File: src/design/rqf_pkg.sv
// Shared types, constants and register codes for the read quality filter.
// No dependencies; every other design file imports this package.
package rqf_pkg;

  localparam int LENGTH_BITS = 16;
  localparam int CFG_DATA_W  = 16;
  localparam int CFG_IDX_W   = 3;
  localparam int THR_W       = 9;
  localparam int PROD_W      = THR_W + LENGTH_BITS;

  localparam int MID_DEPTH   = 2;
  localparam int MID_PTR_W   = (MID_DEPTH > 1) ? $clog2(MID_DEPTH) : 1;
  localparam int MID_CNT_W   = $clog2(MID_DEPTH + 1);
  localparam int OUT_DEPTH   = 4;
  localparam int OUT_PTR_W   = (OUT_DEPTH > 1) ? $clog2(OUT_DEPTH) : 1;
  localparam int OUT_CNT_W   = $clog2(OUT_DEPTH + 1);

  localparam logic [7:0] BASE_N = 8'h4E;

  typedef logic [LENGTH_BITS-1:0] count_t;

  typedef enum logic [CFG_IDX_W-1:0] {
    REG_ENABLES     = 3'd0,
    REG_LQ_LIMIT    = 3'd1,
    REG_LQ_BASES    = 3'd2,
    REG_N_BASES     = 3'd3,
    REG_MIN_LEN     = 3'd4,
    REG_MAX_LEN     = 3'd5,
    REG_CPLX_THRESH = 3'd6
  } rqf_reg_e;

  typedef enum logic [2:0] {
    VERDICT_PASS     = 3'd0,
    VERDICT_SHORT    = 3'd1,
    VERDICT_LOW_QUAL = 3'd2,
    VERDICT_MANY_N   = 3'd3,
    VERDICT_LONG     = 3'd4,
    VERDICT_LOW_CPLX = 3'd5
  } verdict_t;

  // Filter settings as seen by both halves of the block.
  typedef struct packed {
    logic [2:0]       enables;
    logic [7:0]       lq_limit;
    count_t           lq_bases;
    count_t           n_bases;
    count_t           min_len;
    count_t           max_len;
    logic [THR_W-1:0] cplx_thresh;
  } rqf_cfg_t;

  // Final counts of one read, handed from the front to the judge.
  typedef struct packed {
    count_t len;
    count_t n_cnt;
    count_t lq_cnt;
    count_t chg_cnt;
  } rqf_rec_t;

  function automatic count_t sat_inc(input count_t v);
    return (v == '1) ? v : count_t'(v + 1'b1);
  endfunction

endpackage

File: src/design/rqf_front.sv
// Front half: per-base counter update and read record hand-off.
// Depends on rqf_pkg.
module rqf_front
  import rqf_pkg::*;
(
  input  logic       clk,
  input  logic       rst_n,
  input  rqf_cfg_t   cfg,
  input  logic       take,
  input  logic [7:0] base,
  input  logic [7:0] quality,
  input  logic       last,
  output logic       rec_push,
  output rqf_rec_t   rec
);

  count_t     len_r, len_nxt;
  count_t     n_r, n_nxt;
  count_t     lq_r, lq_nxt;
  count_t     chg_r, chg_nxt;
  logic [7:0] prev_r;

  always_comb begin
    len_nxt = sat_inc(len_r);
    n_nxt   = (base == BASE_N) ? sat_inc(n_r) : n_r;
    lq_nxt  = (quality < cfg.lq_limit) ? sat_inc(lq_r) : lq_r;
    // no change is counted on the first base of a read
    chg_nxt = (len_r != '0 && base != prev_r) ? sat_inc(chg_r) : chg_r;
  end

  assign rec_push    = take && last;
  assign rec.len     = len_nxt;
  assign rec.n_cnt   = n_nxt;
  assign rec.lq_cnt  = lq_nxt;
  assign rec.chg_cnt = chg_nxt;

  always_ff @(posedge clk) begin
    if (!rst_n) begin
      len_r <= '0;
      n_r   <= '0;
      lq_r  <= '0;
      chg_r <= '0;
    end else if (take) begin
      if (last) begin
        len_r <= '0;
        n_r   <= '0;
        lq_r  <= '0;
        chg_r <= '0;
      end else begin
        len_r <= len_nxt;
        n_r   <= n_nxt;
        lq_r  <= lq_nxt;
        chg_r <= chg_nxt;
      end
    end
  end

  always_ff @(posedge clk) begin
    if (take) begin
      prev_r <= base;
    end
  end

endmodule

File: src/design/rqf_queue.sv
// Short record queue between the front and the judge.
// Depends on rqf_pkg.
module rqf_queue
  import rqf_pkg::*;
(
  input  logic     clk,
  input  logic     rst_n,
  input  logic     push,
  input  rqf_rec_t push_rec,
  output logic     full,
  input  logic     pop,
  output logic     empty,
  output rqf_rec_t head
);

  rqf_rec_t             mem_r [MID_DEPTH];
  logic [MID_PTR_W-1:0] wr_ptr_r, rd_ptr_r;
  logic [MID_CNT_W-1:0] cnt_r;
  logic                 do_push, do_pop;

  assign full    = (cnt_r == MID_CNT_W'(MID_DEPTH));
  assign empty   = (cnt_r == '0);
  assign head    = mem_r[rd_ptr_r];
  assign do_push = push && !full;
  assign do_pop  = pop && !empty;

  always_ff @(posedge clk) begin
    if (!rst_n) begin
      wr_ptr_r <= '0;
      rd_ptr_r <= '0;
      cnt_r    <= '0;
    end else begin
      if (do_push) begin
        wr_ptr_r <= (wr_ptr_r == MID_PTR_W'(MID_DEPTH - 1)) ? '0 : wr_ptr_r + 1'b1;
      end
      if (do_pop) begin
        rd_ptr_r <= (rd_ptr_r == MID_PTR_W'(MID_DEPTH - 1)) ? '0 : rd_ptr_r + 1'b1;
      end
      case ({do_push, do_pop})
        2'b10:   cnt_r <= cnt_r + 1'b1;
        2'b01:   cnt_r <= cnt_r - 1'b1;
        default: cnt_r <= cnt_r;
      endcase
    end
  end

  always_ff @(posedge clk) begin
    if (do_push) begin
      mem_r[wr_ptr_r] <= push_rec;
    end
  end

endmodule

File: src/design/rqf_judge.sv
// Back half: two-step verdict for each read record and the result queue.
// Depends on rqf_pkg.
module rqf_judge
  import rqf_pkg::*;
(
  input  logic       clk,
  input  logic       rst_n,
  input  rqf_cfg_t   cfg,
  input  logic       rec_valid,
  input  rqf_rec_t   rec,
  output logic       rec_pop,
  input  logic       res_pop,
  output logic       res_empty,
  output logic [2:0] res_verdict
);

  // stage one: compares and the threshold product
  logic                    s1_v_r;
  logic [2:0]              s1_en_r;
  logic                    s1_lq_fail_r, s1_n_fail_r, s1_short_r, s1_long_r, s1_le1_r;
  logic [LENGTH_BITS+7:0]  s1_chg_r;
  logic [PROD_W-1:0]       s1_need_r;
  count_t                  len_m1;

  // result queue
  verdict_t             mem_r [OUT_DEPTH];
  logic [OUT_PTR_W-1:0] wr_ptr_r, rd_ptr_r;
  logic [OUT_CNT_W-1:0] cnt_r;
  logic                 res_push, do_pop;
  verdict_t             verdict;
  logic                 cplx_fail;

  // launch only with a free slot reserved for the record in flight
  assign rec_pop = rec_valid &&
                   ((OUT_CNT_W+1)'(cnt_r) + (OUT_CNT_W+1)'(s1_v_r) <
                    (OUT_CNT_W+1)'(OUT_DEPTH));
  assign len_m1  = count_t'(rec.len - 1'b1);

  always_ff @(posedge clk) begin
    if (!rst_n) begin
      s1_v_r <= 1'b0;
    end else begin
      s1_v_r <= rec_pop;
    end
  end

  always_ff @(posedge clk) begin
    if (rec_pop) begin
      s1_en_r      <= cfg.enables;
      s1_lq_fail_r <= rec.lq_cnt > cfg.lq_bases;
      s1_n_fail_r  <= rec.n_cnt > cfg.n_bases;
      s1_short_r   <= rec.len < cfg.min_len;
      s1_long_r    <= (cfg.max_len != '0) && (rec.len > cfg.max_len);
      s1_le1_r     <= rec.len <= count_t'(1);
      s1_chg_r     <= {rec.chg_cnt, 8'h00};
      s1_need_r    <= PROD_W'(cfg.cplx_thresh) * PROD_W'(len_m1);
    end
  end

  always_comb begin
    cplx_fail = s1_le1_r || (PROD_W'(s1_chg_r) < s1_need_r);
    verdict   = VERDICT_PASS;
    if (s1_en_r[0] && s1_lq_fail_r) begin
      verdict = VERDICT_LOW_QUAL;
    end else if (s1_en_r[0] && s1_n_fail_r) begin
      verdict = VERDICT_MANY_N;
    end else if (s1_en_r[1] && s1_short_r) begin
      verdict = VERDICT_SHORT;
    end else if (s1_en_r[1] && s1_long_r) begin
      verdict = VERDICT_LONG;
    end else if (s1_en_r[2] && cplx_fail) begin
      verdict = VERDICT_LOW_CPLX;
    end
  end

  assign res_push    = s1_v_r;
  assign res_empty   = (cnt_r == '0);
  assign res_verdict = mem_r[rd_ptr_r];
  assign do_pop      = res_pop && !res_empty;

  always_ff @(posedge clk) begin
    if (!rst_n) begin
      wr_ptr_r <= '0;
      rd_ptr_r <= '0;
      cnt_r    <= '0;
    end else begin
      if (res_push) begin
        wr_ptr_r <= (wr_ptr_r == OUT_PTR_W'(OUT_DEPTH - 1)) ? '0 : wr_ptr_r + 1'b1;
      end
      if (do_pop) begin
        rd_ptr_r <= (rd_ptr_r == OUT_PTR_W'(OUT_DEPTH - 1)) ? '0 : rd_ptr_r + 1'b1;
      end
      case ({res_push, do_pop})
        2'b10:   cnt_r <= cnt_r + 1'b1;
        2'b01:   cnt_r <= cnt_r - 1'b1;
        default: cnt_r <= cnt_r;
      endcase
    end
  end

  always_ff @(posedge clk) begin
    if (res_push) begin
      mem_r[wr_ptr_r] <= verdict;
    end
  end

endmodule

File: src/design/read_quality_filter.sv
// Read quality filter top level: settings registers, front, record queue, judge.
// Depends on rqf_pkg, rqf_front, rqf_queue and rqf_judge.
//
// Bases of a read stream in one per cycle (one beat per base) with their ASCII
// quality and a last flag; the block takes a beat in every cycle while in_full
// is low. The front updates saturating counts of length, N bases, low-quality
// bases and base changes for each beat taken; on the last base it hands the
// read's counts to a two-entry record queue. The judge takes one record per
// cycle while the result queue has room for it, registers the limit compares
// and the threshold-times-(length-1) product, then picks the verdict and
// writes it to a four-entry result queue; a verdict passes the record queue
// and the judge's stage-one registers before it is ready. in_full rises only
// when the record queue is full, which happens when the result queue is not
// being popped. Settings are written through the cfg_ port (always ready) and
// must only change while no read is in progress or in flight.
module read_quality_filter
  import rqf_pkg::*;
(
  input  logic                  clk,
  input  logic                  rst_n,
  // base beats
  input  logic                  in_push,
  output logic                  in_full,
  input  logic [7:0]            in_base,
  input  logic [7:0]            in_quality,
  input  logic                  in_last,
  // verdict beats
  output logic                  out_empty,
  input  logic                  out_pop,
  output logic [2:0]            out_verdict,
  // settings writes
  input  logic                  cfg_valid,
  output logic                  cfg_ready,
  input  logic [CFG_IDX_W-1:0]  cfg_index,
  input  logic [CFG_DATA_W-1:0] cfg_data
);

  rqf_cfg_t cfg_r;
  logic     take;
  logic     rec_push;
  rqf_rec_t rec_in;
  logic     mid_empty;
  logic     mid_pop;
  rqf_rec_t mid_head;

  assign cfg_ready = 1'b1;

  // Settings registers; an unknown index is dropped.
  always_ff @(posedge clk) begin
    if (!rst_n) begin
      cfg_r.enables     <= 3'd0;
      cfg_r.lq_limit    <= 8'd48;
      cfg_r.lq_bases    <= count_t'(40);
      cfg_r.n_bases     <= count_t'(5);
      cfg_r.min_len     <= count_t'(15);
      cfg_r.max_len     <= '0;
      cfg_r.cplx_thresh <= THR_W'(77);
    end else if (cfg_valid && cfg_ready) begin
      case (cfg_index)
        REG_ENABLES:     cfg_r.enables     <= cfg_data[2:0];
        REG_LQ_LIMIT:    cfg_r.lq_limit    <= cfg_data[7:0];
        REG_LQ_BASES:    cfg_r.lq_bases    <= count_t'(cfg_data);
        REG_N_BASES:     cfg_r.n_bases     <= count_t'(cfg_data);
        REG_MIN_LEN:     cfg_r.min_len     <= count_t'(cfg_data);
        REG_MAX_LEN:     cfg_r.max_len     <= count_t'(cfg_data);
        REG_CPLX_THRESH: cfg_r.cplx_thresh <= cfg_data[THR_W-1:0];
        default:         cfg_r             <= cfg_r;
      endcase
    end
  end

  // Hold off new bases only while the record queue has no room.
  assign take = in_push && !in_full;

  rqf_front u_front (
    .clk      (clk),
    .rst_n    (rst_n),
    .cfg      (cfg_r),
    .take     (take),
    .base     (in_base),
    .quality  (in_quality),
    .last     (in_last),
    .rec_push (rec_push),
    .rec      (rec_in)
  );

  rqf_queue u_queue (
    .clk      (clk),
    .rst_n    (rst_n),
    .push     (rec_push),
    .push_rec (rec_in),
    .full     (in_full),
    .pop      (mid_pop),
    .empty    (mid_empty),
    .head     (mid_head)
  );

  rqf_judge u_judge (
    .clk         (clk),
    .rst_n       (rst_n),
    .cfg         (cfg_r),
    .rec_valid   (!mid_empty),
    .rec         (mid_head),
    .rec_pop     (mid_pop),
    .res_pop     (out_pop),
    .res_empty   (out_empty),
    .res_verdict (out_verdict)
  );

endmodule

File: config.mk
export PLATFORM = sky130hd
export DESIGN_NAME = read_quality_filter
export DESIGN_NICKNAME = d
export VERILOG_FILES = /design/src/design/rqf_pkg.sv /design/src/design/rqf_front.sv /design/src/design/rqf_queue.sv /design/src/design/rqf_judge.sv /design/src/design/read_quality_filter.sv
export SDC_FILE = /design/constraint.sdc
export NUM_CORES = 1
export LEC_CHECK = 0
export BUFFER_PORTS_ARGS = -buffer_cell sky130_fd_sc_hd__buf_2
export CORE_ASPECT_RATIO = 1.4
export CORE_UTILIZATION = 40
export CTS_BUF_LIST = sky130_fd_sc_hd__clkbuf_8
export CTS_CLUSTER_SIZE = 24
export DETAILED_ROUTE_END_ITERATION = 7
export SETUP_SLACK_MARGIN = 0.1
export SLEW_MARGIN = 5
export SYNTH_ARGS = -nofsm -noshare
export SYNTH_HDL_FRONTEND = slang
export SYNTH_SLANG_ARGS = --single-unit
export TNS_END_PERCENT = 10
File: constraint.sdc
create_clock -name clk -period 10.33 [get_ports clk]
set_clock_uncertainty 0.2 [all_clocks]
set_input_delay 1.033 -clock clk [delete_from_list [all_inputs] [get_ports clk]]
set_output_delay 1.033 -clock clk [all_outputs]
set_load 0.02 [all_outputs]
==> results of run 1 <==
-- sequential cells by signal (all words and copies together) (netlist names), 2 cells and up, named ones only --
register,count
cfg_r,84
u_front.chg_r,16
u_front.len_r,16
u_front.lq_r,16
u_front.n_r,16
u_front.prev_r,8
u_judge.cnt_r,3
u_judge.mem_r,12
u_judge.rd_ptr_r,2
u_judge.s1_chg_r,16
u_judge.s1_en_r,3
u_judge.s1_need_r,25
u_judge.wr_ptr_r,2
u_queue.cnt_r,2
u_queue.mem_r,128
-- synthesized netlist by cell type, types with 7 or more instances --
cell	n	area, µm²
a21o_1	31	233
a21oi_1	150	751
a22oi_1	9	67.6
a31oi_1	22	138
a41oi_1	9	78.8
and2_1	93	582
and3_1	20	125
and4_1	7	61.3
buf_2	12	60.1
clkbuf_1	67	251
dfxtp_1	163	3260
edfxtp_1	197	5920
fa_1	100	2000
ha_1	145	1810
inv_1	222	833
mux2_2	66	743
mux2i_1	13	130
nand2_1	293	1100
nand2b_1	18	113
nand3_1	52	260
nand4_1	35	219
nor2_1	106	398
nor2b_1	20	125
nor3_1	27	135
nor4_1	11	68.8
o211ai_1	14	105
o21a_1	12	90.1
o21ai_0	59	295
or3_1	21	131
xnor2_1	56	490
xor2_1	31	272
-- where the power goes --
part / internal [mW] / switching, mW
Sequential: 1.85 / 0.0781
Combinational: 1.28 / 1.86
Clock: 0.661 / 0.593
-- worst paths after layout --
check / slack (ps) / to
min: 230 / u_judge.s1_en_r[2]$_DFFE_PP_
min reg2reg: 230 / u_judge.s1_en_r[2]$_DFFE_PP_
max reg2reg: 2920 / u_judge.s1_need_r[22]$_DFFE_PP_
max: 2920 / u_judge.s1_need_r[22]$_DFFE_PP_
-- layout make-up --
type / instances / area, µm²
fill: 5202 / 29600
antenna: 1 / 2.50
inverter: 225 / 846
timing repair buffer: 60 / 338
clock buffer: 62 / 853
clock inverter: 43 / 318
sequential: 360 / 9180
tap: 714 / 893
multi-input combinational: 1514 / 11500
-- critical path: cells and delay by family, from the launching register on --
kind	cells	cell delay (ps)
fa+ha+maj	5	2380
buf+inv	4	870
simple gates	6	1320
compound gates	3	900
flops	1	440
mux	1	470
xor+xnor	2	540
-- routing by layer --
layer	up-vias	routed length [µm]	GRT usage
met1	7623	21400	0.225
met4	0	2510	0.0957
met5	-	0	0
met3	136	1460	0.0235
met2	284	28100	0.362
li1	7584	-	-
-- cell families (layout without fill, tap and decap cells) --
group                    after synthesis  count (layout)  share of synthesized area
AO/OA/AOI/OAI                        362             362                      0.102
multiplexers                          83              83                     0.0442
AND/OR/NAND/NOR                      731             731                      0.164
adder cells (fa/ha/maj)              245             245                      0.175
XOR/XNOR                              92              92                     0.0386
other                                  1               2                   0.000172
flip-flops                           360             360                      0.421
buffers and inverters                310             390                     0.0552
==> impl_metrics.toml, run 1 <==
[status]
status = "finished, final reports clean"

[floorplanning]
start_util = 0.407
die_area_um2 = 55500
die_w_um = 199
die_height_um = 278
num_rows = 100
core-area_um2 = 53600
io_pins = 47

[detailed_routing]
dr_total_vias = 15600
route.detailed.drc = 0
drt-vias-per-instance = 5.25
wl_per_cell_um = 17.9
drtPass1Iterations = 5
wl_um = 53500
ant_nets = 0
drt_iter0_drc = 765

[clock_tree]
cts-root-buf = "clkbuf_8"
ctsHoldBuffers = 0
cts_resized = 0
ctsHtreeMaxLevel = 2
clock-sinks = 360
cts_setup_buffers = 0
clkLatencyLatePin_ps = 700
numCtsBuffers = 56
cts_tree = "yes"
clockBufferDepth = 3
clkSlewWorstSetupHoldPaths_ps = 70

[timing]
hold_viol = 0
grt_setup_unrepaired = "false"
fin_crit_sh = 0.717
slew_viol_final = 0
fin_crit_ps = 7410
hold_slack_ps = 235
tns_ps = 0
layout_setup_ws_ps = 2920
max-slew-margin-rel = 0.322
tightest_slew_ps = 1010
finalSetupViolations = 0
max_freq_mhz = 135

[logic_synthesis]
ys_warn_count = 0
syn_area_um2 = 21800
synthArstFlopShare = 0
syn_nets = 2470
synth_flop_cell = "edfxtp_1"
synth_area_per_cell_um2 = 9.99
synth_edf_count = 197
ys_ff_latch = 360
syn-instance-count = 2184
synth-seq-area-share = 0.421
ys_types = 82

[setup_path]
crit_slowest_cell = "buf_4"
rr_worst_depth = 21
crit_path_max_incr_delay_ps = 730
cp-start-kind = "register"
critPathKind = "reg -> reg"
cp_common_cell = "fa_1"
crit_fanout = 69
crit_chain = "buf_4, mux2_2, or4_4, nor4_4, xor2_2, nand2_1, fa_1, inv_1, fa_1, fa_1, inv_1, fa_1, inv_1, ha_1, a21oi_1, nand2_1, a21oi_1, nand2_1, and3_1, o41ai_1, xnor2_1"
critPathArrivalTime_ps = 7600
crit_required_ps = 10530
end_kind = "register"

[global_route]
grt_pass1_wl_um = 85500
grt_max_degree = 87
track_usage = 0.198
first_global_vias = 16000
overflow = 0
antenna_found_initial = 1

[power_and_ir_drop]
power_density_nw_per_um2 = 264
finalPower_mw = 6.32
p_leak_nw = 9.58
peakVddDrop_uv = 189

[placement]
io_buffers = 45
dpl_cell_area_um2 = 22700
hpwl_um = 39300
place_inst = 2873
gp_routability_congestion = 0.880
dp_slack_ps = 2940

[cells_and_area]
fin_cells = 2979
drive_above_1_share = 0.107
syn_to_final_growth_pct = 9.55
nets = 2503
final_common_cell = "nand2_1"
final_area_um2 = 23900
fin_util = 0.446
final_cell_mix = "nand2_1 (293), inv_1 (242), edfxtp_1 (197), dfxtp_1 (162), a21oi_1 (150)"

[worst_hold_path]
min_from = "cfg_r[83]$_SDFFE_PN0P_"
hold_path_depth = 0
worstHoldPathType = "reg -> reg"

[run]
maxCapViolCount = 0
Power figures use the tool's default switching activity.
==> run 2: changes to the inputs <==
Clock period 10.33 ns to 7.3 ns, I/O delays scaled along.
==> run 2 against run 1 <==
- final area rose by 0.59%
- via count rose by 1.2%
- non-clock buffer count rose by 10
- count of clock-buffer cells in the layout did not move
- setup slack got worse by 2400 ps
==> impl_metrics.toml, run 2 (synthesis gave the netlist of run 1 again) <==
[global_route]
grt_pass1_wl_um = 86800
overflow = 0
first_global_vias = 16400
track_usage = 0.202
antenna_found_initial = 3
grt_max_degree = 85

[timing]
hold_viol = 0
grt_setup_unrepaired = "false"
slew_viol_final = 0
finalSetupViolations = 0
hold_slack_ps = 103
tightest_slew_ps = 1200
fin_crit_ps = 6800
fin_crit_sh = 0.931
max_freq_mhz = 147
max-slew-margin-rel = 0.198
tns_ps = 0

[cells_and_area]
nets = 2516
fin_util = 0.449
final_cell_mix = "nand2_1 (293), inv_1 (236), edfxtp_1 (197), dfxtp_1 (162), a21oi_1 (150)"
drive_above_1_share = 0.113
largestRegisters = "u_queue.mem_r: 128 flops, cfg_r: 84 flops, u_judge.s1_need_r: 25 flops"
fill_cells = 5128
syn_to_final_growth_pct = 10.2
fin_cells = 2995
largest_reg_flops = 128
regMostFlops = "u_queue.mem_r"
final_area_um2 = 24000
final_common_cell = "nand2_1"

[setup_path]
crit_required_ps = 7490
critPathKind = "reg -> reg"
critPathArrivalTime_ps = 6980
end_kind = "register"
cp-start-kind = "register"
crit_fanout = 17

[power_and_ir_drop]
p_leak_nw = 9.62
peakVddDrop_uv = 283
p_comb_frac = 0.506
sw_frac_of_total = 0.409
p_int_mw = 5.44
seq_power_share = 0.296
p_sw_mw = 3.76
power_density_nw_per_um2 = 383
p_clk_frac = 0.198

[clock_tree]
clkSlewWorstSetupHoldPaths_ps = 60
numCtsBuffers = 59
ctsHtreeMaxLevel = 2
clkLatencyLatePin_ps = 680
cts-root-buf = "clkbuf_8"
ctsHoldBuffers = 0
clock-sinks = 360
clockBufferDepth = 3
cts_tree = "yes"

[detailed_routing]
met3_length_um = 1930
ant_nets = 0
drt-vias-per-instance = 5.28
wl_um = 54100
wl_per_cell_um = 18.0
drt-met1-wl_um = 21200
top_layer_used = "met4"
wl_met2_um = 28400
dr_total_vias = 15800
drt_iter0_drc = 725
drtPass1Iterations = 5
route.detailed.drc = 0

[status]
status = "finished, final reports clean"

[floorplanning]
num_rows = 100
io_pins = 47
die_area_um2 = 55500
die_w_um = 199
start_util = 0.407
die_height_um = 278
core-area_um2 = 53600

[worst_hold_path]
worstHoldPathType = "in -> reg"

[placement]
gp_routability_congestion = 0.876
io_buffers = 45
place_inst = 2878
hpwl_um = 39700
dpl_cell_area_um2 = 22800

[run]
maxCapViolCount = 0
run 2: cell types whose count changed in the layout (fill, tap and decap cells not counted), sizes merged:
cell      delta
bufinv       +1
inv          -6
clkinv       +6
buf         +10
diode        +2
clkinvlp     +3
run 2: layout make-up:
type | count | area (µm²) | share of cell area
clock buffer | 62 | 853 | 0.0355
clock inverter | 47 | 355 | 0.0148
timing repair buffer | 70 | 417 | 0.0173
tap | 714 | 893 | 0.0372
sequential | 360 | 9180 | 0.382
multi-input combinational | 1514 | 11500 | 0.478
antenna | 3 | 7.51 | 0.000312
inverter | 225 | 846 | 0.0352
run 2: routing by layer:
layer  GRT usage  vias up
met5           0        -
met4      0.0988        0
met3      0.0264      130
met2       0.373      338
met1       0.223     7752
li1            -     7601
run 2: path summary, 6_finish.rpt:
kind	startpoint	endpoint	slack, ps	depth (start not counted)
max	register	u_judge.s1_need_r[22]$_DFFE_PP_	500	23
min	in_base[2]	u_front.prev_r[2]$_DFFE_PP_	100	1
max reg2reg	register	u_judge.s1_need_r[22]$_DFFE_PP_	500	23
min reg2reg	u_front.lq_r[6]$_SDFFE_PN0P_	u_front.lq_r[6]$_SDFFE_PN0P_	240	1
run 2: timing repair:
item	CTS	global route
gates resized for setup	0	2
buffers inserted	0	5
setup endpoints to repair	0	4
run 2: power groups by stage:
stage / Combinational [mW] / Clock, mW / Sequential (mW)
2_1_floorplan: 3.40 / 0 / 2.74
3_3_place_gp: 4.60 / 0 / 2.77
3_5_place_dp: 4.72 / 0 / 2.78
4_1_cts: 4.75 / 1.87 / 2.74
5_1_grt: 5.30 / 1.95 / 2.75
6_report: 4.66 / 1.82 / 2.72
run 2: critical path, stage by stage, from the launching register on:
cell and delay, ps:
dfxtp_4 430, buf_6 190, nor3_1 250, o21ai_2 130, or2_1 270, or3_4 400, nor2_2 220, xor2_4 290
nand2_1 130, fa_1 570, inv_1 50, fa_1 470, fa_1 550, inv_1 60, fa_1 520, inv_1 40
ha_1 360, a21o_1 200, a21o_1 190, a21oi_1 120, nand2_1 120, and3_1 240, o41ai_1 380, xnor2_1 110
run 2: metrics by stage:
step / power, mW / worst slack (ps)
after floorplan: 6.14 / 108
after CTS: 9.35 / 351
after global placement: 7.38 / 544
final: 9.20 / 504
after global routing: 10.0 / 174
after detailed placement: 7.50 / 407
